## src/assert_macros.svh

```systemverilog
// Assertion helpers shared by the RTL.
`ifndef ASSERT_MACROS_SVH
`define ASSERT_MACROS_SVH

// Implication checked at every clock edge outside reset.
`define ASSERT_IMPL(label, clk, rst_n, ante, cons) \
  label: assert property (@(posedge clk) disable iff (!rst_n) (ante) |-> (cons)) \
    else $error("assertion failed");

// Next-cycle implication checked outside reset.
`define ASSERT_NEXT(label, clk, rst_n, ante, cons) \
  label: assert property (@(posedge clk) disable iff (!rst_n) (ante) |=> (cons)) \
    else $error("assertion failed");

`endif

```

## src/pag_pkg.sv

```systemverilog
package pag_pkg;
  localparam int unsigned IdW = 15;

  typedef enum logic {
    ACT_START = 1'b0,
    ACT_WORD  = 1'b1
  } action_e;

  localparam logic CFG_EDGES  = 1'b0;
  localparam logic CFG_TARGET = 1'b1;

  // Control sent from the sequencer to every cell of the candidate row.
  typedef struct packed {
    logic            clear;   // drop all candidates
    logic            insert;  // insert id in sorted order
    logic [IdW-1:0]  id;
    logic            shift;   // advance the row by one toward the head
  } cell_ctrl_t;
endpackage

```

## src/pag_cell.sv

```systemverilog
// One slot of the sorted candidate row. A cell holds one id and a valid bit.
// On insert, the insertion point takes the new id and later cells take the
// left neighbor's value; on shift, every cell takes its right neighbor's value.
module pag_cell
  import pag_pkg::*;
(
  input  logic           clk_i,
  input  logic           rst_ni,
  input  cell_ctrl_t     ctrl_i,
  input  logic           left_vld_i,
  input  logic [IdW-1:0] left_id_i,
  input  logic           left_gt_i,   // left neighbor holds a value above id
  input  logic           right_vld_i,
  input  logic [IdW-1:0] right_id_i,
  output logic           vld_o,
  output logic [IdW-1:0] id_o,
  output logic           gt_o,
  output logic           eq_o
);
  logic           vld_q;
  logic [IdW-1:0] id_q;

  assign vld_o = vld_q;
  assign id_o  = id_q;
  assign gt_o  = vld_q && (id_q > ctrl_i.id);
  assign eq_o  = vld_q && (id_q == ctrl_i.id);

  always_ff @(posedge clk_i or negedge rst_ni) begin
    if (!rst_ni) begin
      vld_q <= 1'b0;
      id_q  <= '0;
    end else if (ctrl_i.clear) begin
      vld_q <= 1'b0;
    end else if (ctrl_i.insert) begin
      if (left_gt_i) begin
        vld_q <= left_vld_i;
        id_q  <= left_id_i;
      end else if (left_vld_i && (gt_o || !vld_q)) begin
        // take the new id only at the insertion point, not in every empty slot
        vld_q <= 1'b1;
        id_q  <= ctrl_i.id;
      end
    end else if (ctrl_i.shift) begin
      vld_q <= right_vld_i;
      id_q  <= right_id_i;
    end
  end
endmodule

```

## src/pag_row.sv

```systemverilog
// Row of candidate cells. Reports a duplicate hit and the count of held ids;
// the head cell is read out while the row shifts.
module pag_row
  import pag_pkg::*;
#(
  parameter int unsigned N = 16
) (
  input  logic                   clk_i,
  input  logic                   rst_ni,
  input  cell_ctrl_t             ctrl_i,
  output logic                   hit_o,
  output logic [$clog2(N+1)-1:0] count_o,
  output logic [IdW-1:0]         head_o
);
  logic [N-1:0]           vld, gt, eq;
  logic [N-1:0][IdW-1:0]  ids;

  for (genvar g = 0; g < N; g++) begin : g_cell
    logic           lv, lg, rv;
    logic [IdW-1:0] li, ri;
    if (g == 0) begin : g_first
      // head has no left neighbor: treat it as filled so an insert may land here
      assign lv = 1'b1;
      assign li = '0;
      assign lg = 1'b0;
    end else begin : g_mid
      assign lv = vld[g-1];
      assign li = ids[g-1];
      assign lg = gt[g-1];
    end
    if (g == N-1) begin : g_last
      assign rv = 1'b0;
      assign ri = '0;
    end else begin : g_next
      assign rv = vld[g+1];
      assign ri = ids[g+1];
    end
    pag_cell u_cell (
      .clk_i, .rst_ni, .ctrl_i,
      .left_vld_i(lv), .left_id_i(li), .left_gt_i(lg),
      .right_vld_i(rv), .right_id_i(ri),
      .vld_o(vld[g]), .id_o(ids[g]), .gt_o(gt[g]), .eq_o(eq[g])
    );
  end

  assign hit_o  = |eq;
  assign head_o = ids[0];

  always_comb begin
    count_o = '0;
    for (int i = 0; i < N; i++) begin
      count_o = count_o + $bits(count_o)'(vld[i]);
    end
  end
endmodule

```

## config.mk

```make
export PLATFORM = sky130hd
export DESIGN_NAME = pag_row
export DESIGN_NICKNAME = d
export VERILOG_FILES = /design/src/assert_macros.svh /design/src/pag_pkg.sv /design/src/pag_cell.sv /design/src/pag_row.sv
export SDC_FILE = /design/constraint.sdc
export NUM_CORES = 1
export LEC_CHECK = 0
export BUFFER_PORTS_ARGS = -buffer_cell sky130_fd_sc_hd__buf_4
export CAP_MARGIN = 30
export CORE_ASPECT_RATIO = 1.1
export CORE_UTILIZATION = 35
export CTS_CLUSTER_DIAMETER = 200
export DETAILED_ROUTE_END_ITERATION = 16
export HOLD_SLACK_MARGIN = 0.06
export PLACE_DENSITY = 0.53
export SYNTH_ARGS = -nofsm -noshare
export SYNTH_HDL_FRONTEND = slang
export SYNTH_HIERARCHICAL = 1
export SYNTH_SLANG_ARGS = --single-unit
```

## constraint.sdc

```tcl
create_clock -name clk_i -period 3.8 [get_ports clk_i]
set_input_delay 0.57 -clock clk_i [delete_from_list [all_inputs] [get_ports clk_i]]
set_output_delay 0.57 -clock clk_i [all_outputs]
set_load 0.02 [all_outputs]
```

# == Yosys cells after proc, flatten, opt, wreduce, memory -nomap -nowiden ==
# Index checks and enable logic that the tools add are counted.
# classes
addsub,15
n_lt_le_gt_ge,16
eq_ne,48
mux,142
bitwise_logic,1
n_reduce_logical,114
# op_table
op,count
15-bit 2-to-1 mux,63
15-bit equality test,16
15-bit greater-than comparator,16
1-bit 2-to-1 mux,79
4-bit by 1-bit != test with 1-bit output (second input constant),15
5-bit by 1-bit adder with 5-bit output,11
3-bit by 1-bit != test with 1-bit output (second input constant),16
3-bit AND reduction,16
1-bit logical AND,47
2-bit AND reduction,16
1-bit logical NOT,16
1-bit logical OR,16
16-bit OR reduction,1
4-bit by 1-bit adder with 5-bit output,1
3-bit by 1-bit adder with 4-bit output,1
2-bit by 1-bit adder with 3-bit output,1
3-bit nonzero test,1
1-bit by 1-bit adder with 2-bit output,1
2-bit by 1-bit != test with 1-bit output (second input constant),1
2-bit nonzero test,1
1-bit inverter,1
# word_totals
reg_bits,256
in_bits,20
output_inout_bits,21
word_cells,368

# == Depth between registers and ports, before layout ==
# depth
depth_word,15
ltp_mapped,13
mapped_depth_nobuf,12

# == By module ==
# Netlist, hierarchy kept.
# modules_own_cells
module,instances,cells_per_inst,area_each_um2,seq_area_each_um2
pag_cell at g_cell[0].u_cell ...,12,153,1408.9,400.4
pag_cell at g_cell[8].u_cell ...,2,150,1410.1,400.4
pag_cell at g_cell[13].u_cell,1,150,1426.4,400.4
pag_cell at g_cell[7].u_cell,1,150,1400.1,400.4
pag_row,1,52,436.7,0.0

# == Worst setup path before layout ==
# Ideal clock, no wire load.
# synth_timing
path_type,flip-flop to output port
startpoint,reg g_cell[5].u_cell.vld_q
endpoint,out count_o[2]
arrival_ns,3.458
required_time_ns,3.230
path_slack_ns,-0.228
path_stages_with_launch,10
path_buffers,0
cell_sequence,dfrtp_1 > inv_1 > fa_1 > fa_1 > fa_1 > fa_1 > inv_1 > ha_1 > fa_1 > xor2_1
# synth_via
elab_chain_cells,11
# synth_rtl
item,line_no,rtl
"start, declared",pag_cell.sv:20,logic vld_q;
"start signal, assigned",pag_cell.sv:36,vld_q <= left_vld_i;
"start signal, assigned",pag_cell.sv:44,vld_q <= right_vld_i;
5-bit by 1-bit adder with 5-bit output (11 in a row),pag_row.sv:52,count_o = count_o + $bits(count_o)'(vld[i]);
"end, declared",pag_row.sv:12,"output logic [$clog2(N+1)-1:0] count_o,"
# Every way passes these cells.

# == Worst setup path after layout ==
# layout_timing
startpoint,reg g_cell[13].u_cell.vld_q
endpoint,out count_o[2]
# layout_via
elab_chain_cells,3
# layout_rtl
item,line_no
"start, declared",pag_cell.sv:20
"start signal, assigned",pag_cell.sv:36
"start signal, assigned",pag_cell.sv:44
5-bit by 1-bit adder with 5-bit output (3 in a row),pag_row.sv:52
# Every way passes these cells.

==> flow_summary.toml <==
[global_routing]
grt_pass1_vias = 19700
antenna_found_initial = 1
grt_pass1_wl_mm = 109
grt_max_degree = 111
grt_remaining_overflow = 0
track_usage = 0.208

[place]
numPortBuffers = 40
place_hpwl_mm = 52.0
placed_area_um2 = 25000
gp_congestion = 0.861
place_inst = 3391

[floorplan]
die_h_um = 271
coreArea_um2 = 65000
dieArea_um2 = 66700
rows = 98
start_util = 0.354
fp.dieW_um = 246
num_io_pins = 41

[timing]
hold_viol_final = 0
holdWs_ns = 0.0193
slew_headroom = 0.377
fmax_ghz = 0.219
rsz0062_at_grt = "yes"
worst_slew_pin_slew_ns = 0.925
fin_ws_ns = -0.762
drv_slew = 0
period_share = 1.20
finalSetupViolations = 5
fin_skew_ns = 0.0151
finalSetupTns_ns = -3.07
period_needed_ns = 4.56

[routing]
wl_per_cell_um = 20.2
dr.first_iter.drc_count = 989
vias = 18800
first_pass_iters = 8
via_per_inst = 5.43
drc = 0
wirelength_mm = 69.8
ant_nets = 0

[worst_hold_path]
hold_path_class = "input port to async pin"

[power_and_ir_drop]
ir_drop_mv = 0.788
p_clk_frac = 0.204
p_leak_nw = 11.9
power.density_nw_per_um2 = 703
p_sw_mw = 7.68
seqPwrFrac = 0.316
swShare = 0.414
combPwrFrac = 0.481
internal-power_mw = 10.9

[run_status]
status = "finished with violations"
violations = "negative setup slack"

[synthesis]
synth_warnings = 6
syn_inst = 2485
syn_area_per_cell_um2 = 9.25
syn_area_um2 = 23000

[critical_path]
r2r-start = "g_cell[0].u_cell/id_o[10]"
crit_slowest_cell = "fa_1"
ff2ff_setup_slack_ns = 0.70
worst-r2r-cell-count = 10
crit_chain = "inv_2 -> fa_1 -> fa_1 -> fa_1 -> fa_1 -> inv_2 -> ha_4 -> fa_2 -> xor2_4 -> buf_6"
critPathArrivalTime_ns = 3.99
crit_path_max_incr_delay_ns = 0.54
r2r-end = "g_cell[1].u_cell/id_o[13]"
critPathLaunchType = "flip-flop"
critical_path_class = "flip-flop to output port"
cp_max_fo = 2
required_ns = 3.23
cpMostUsedCell = "fa_1"
endpoint_kind = "output port"

[clock_network]
cts_root_buf = "clkbuf_16"
cts.sinks = 256
cts_buffers = 37
clk_pin_slew_ns = 0.06
cts_hold_buf = 0
insertion_delay_ns = 0.55
tritoncts = "yes"
clk_path_buf_depth = 3
h-tree-depth = 2

[finish]
fin_area_um2 = 26400
stdcell_count = 3461
area_growth_pct = 14.9
final_util = 0.406
diodes = 0
drive_gt1_frac = 0.199
nets = 2857

[flow_run]
maxCapViolCount = 0
==> routing by layer <==
layer	share of wire	vias up	track usage
met5	0	-	0
met4	0.041	0	0.0866
met3	0.028	157	0.0241
met2	0.51	324	0.370
met1	0.42	9349	0.250
li1	-	8965	-
==> power by group through the flow <==
stage               Sequential, mW  Combinational, mW  Clock (mW)
floorplan                     5.18               6.43           0
global placement              5.86               8.33           0
detailed placement            5.90               8.72           0
CTS                           5.87               8.88        3.87
global route                  6.05               9.81        3.96
finish                        5.85               8.92        3.78
==> worst max-delay path by stage <==
stage                             from    endpoint  slack [ns]
2_1_floorplan   g_cell[1].u_cell/vld_o  count_o[4]      -0.007
3_3_place_gp   g_cell[15].u_cell/vld_o  count_o[2]       -0.20
3_5_place_dp   g_cell[13].u_cell/vld_o  count_o[2]       -0.24
4_1_cts        g_cell[13].u_cell/vld_o  count_o[2]       -0.80
5_1_grt        g_cell[13].u_cell/vld_o  count_o[4]       -0.87
6_report       g_cell[13].u_cell/vld_o  count_o[2]       -0.76
==> layout by cell type, fill, tap and decap left out, drive strengths merged, types with 4 or more instances in the layout <==
cell	count
a21oi	369
inv	298
nor2	276
mux2i	256
dfrtp	256
ha	245
mux2	228
buf	136
nand2	99
o21ai	67
clkbuf	56
nand4	49
conb	36
nand3	28
nand3b	16
o22ai	16
a211oi	16
and4	12
a221oi	12
or4	12
nor3b	12
o2111ai	12
nand2b	12
or3	12
o211ai	12
o32ai	12
fa	10
nor2b	9
nor4	8
clkinv	6
bufinv	4
a311oi	4
and2	4
a21bo	4
a41o	4
==> per-stage QoR <==
step	setup WS, ns	power, mW
6_report	-0.762	18.6
2_1_floorplan	-0.00726	11.6
5_1_grt	-0.870	19.8
3_5_place_dp	-0.242	14.6
4_1_cts	-0.797	18.6
3_3_place_gp	-0.199	14.2
==> state kept, by name, summed over array words and instances, names as in the netlist <==
name	cells
g_cell.u_cell/vld_o	16
g_cell.u_cell/id_o	240
==> critical path, delay by kind of cell, from the launching register on <==
kind,cells,cell delay [ns]
flip-flops,1,0.37
adder cells (fa/ha/maj),6,2.54
XOR/XNOR,1,0.26
buffers and inverters,3,0.25
==> timing repair <==
item | CTS | global route
buffers inserted | 0 | 1
setup endpoints to repair | 6 | 6
pin swaps | 2 | 1
cloned | 0 | 0
resized for setup | 7 | 3
==> layout make-up <==
type                            instances  area [µm²]
Timing Repair Buffer                  136        1300
Multi-Input combinational cell       1855       15200
Inverter                              296        1110
Clock buffer                           56        1170
Fill cell                            6438       38600
Clock inverter                         12         168
Tap cell                              850        1060
Sequential cell                       256        6410
Power figures use the tool's default switching activity.
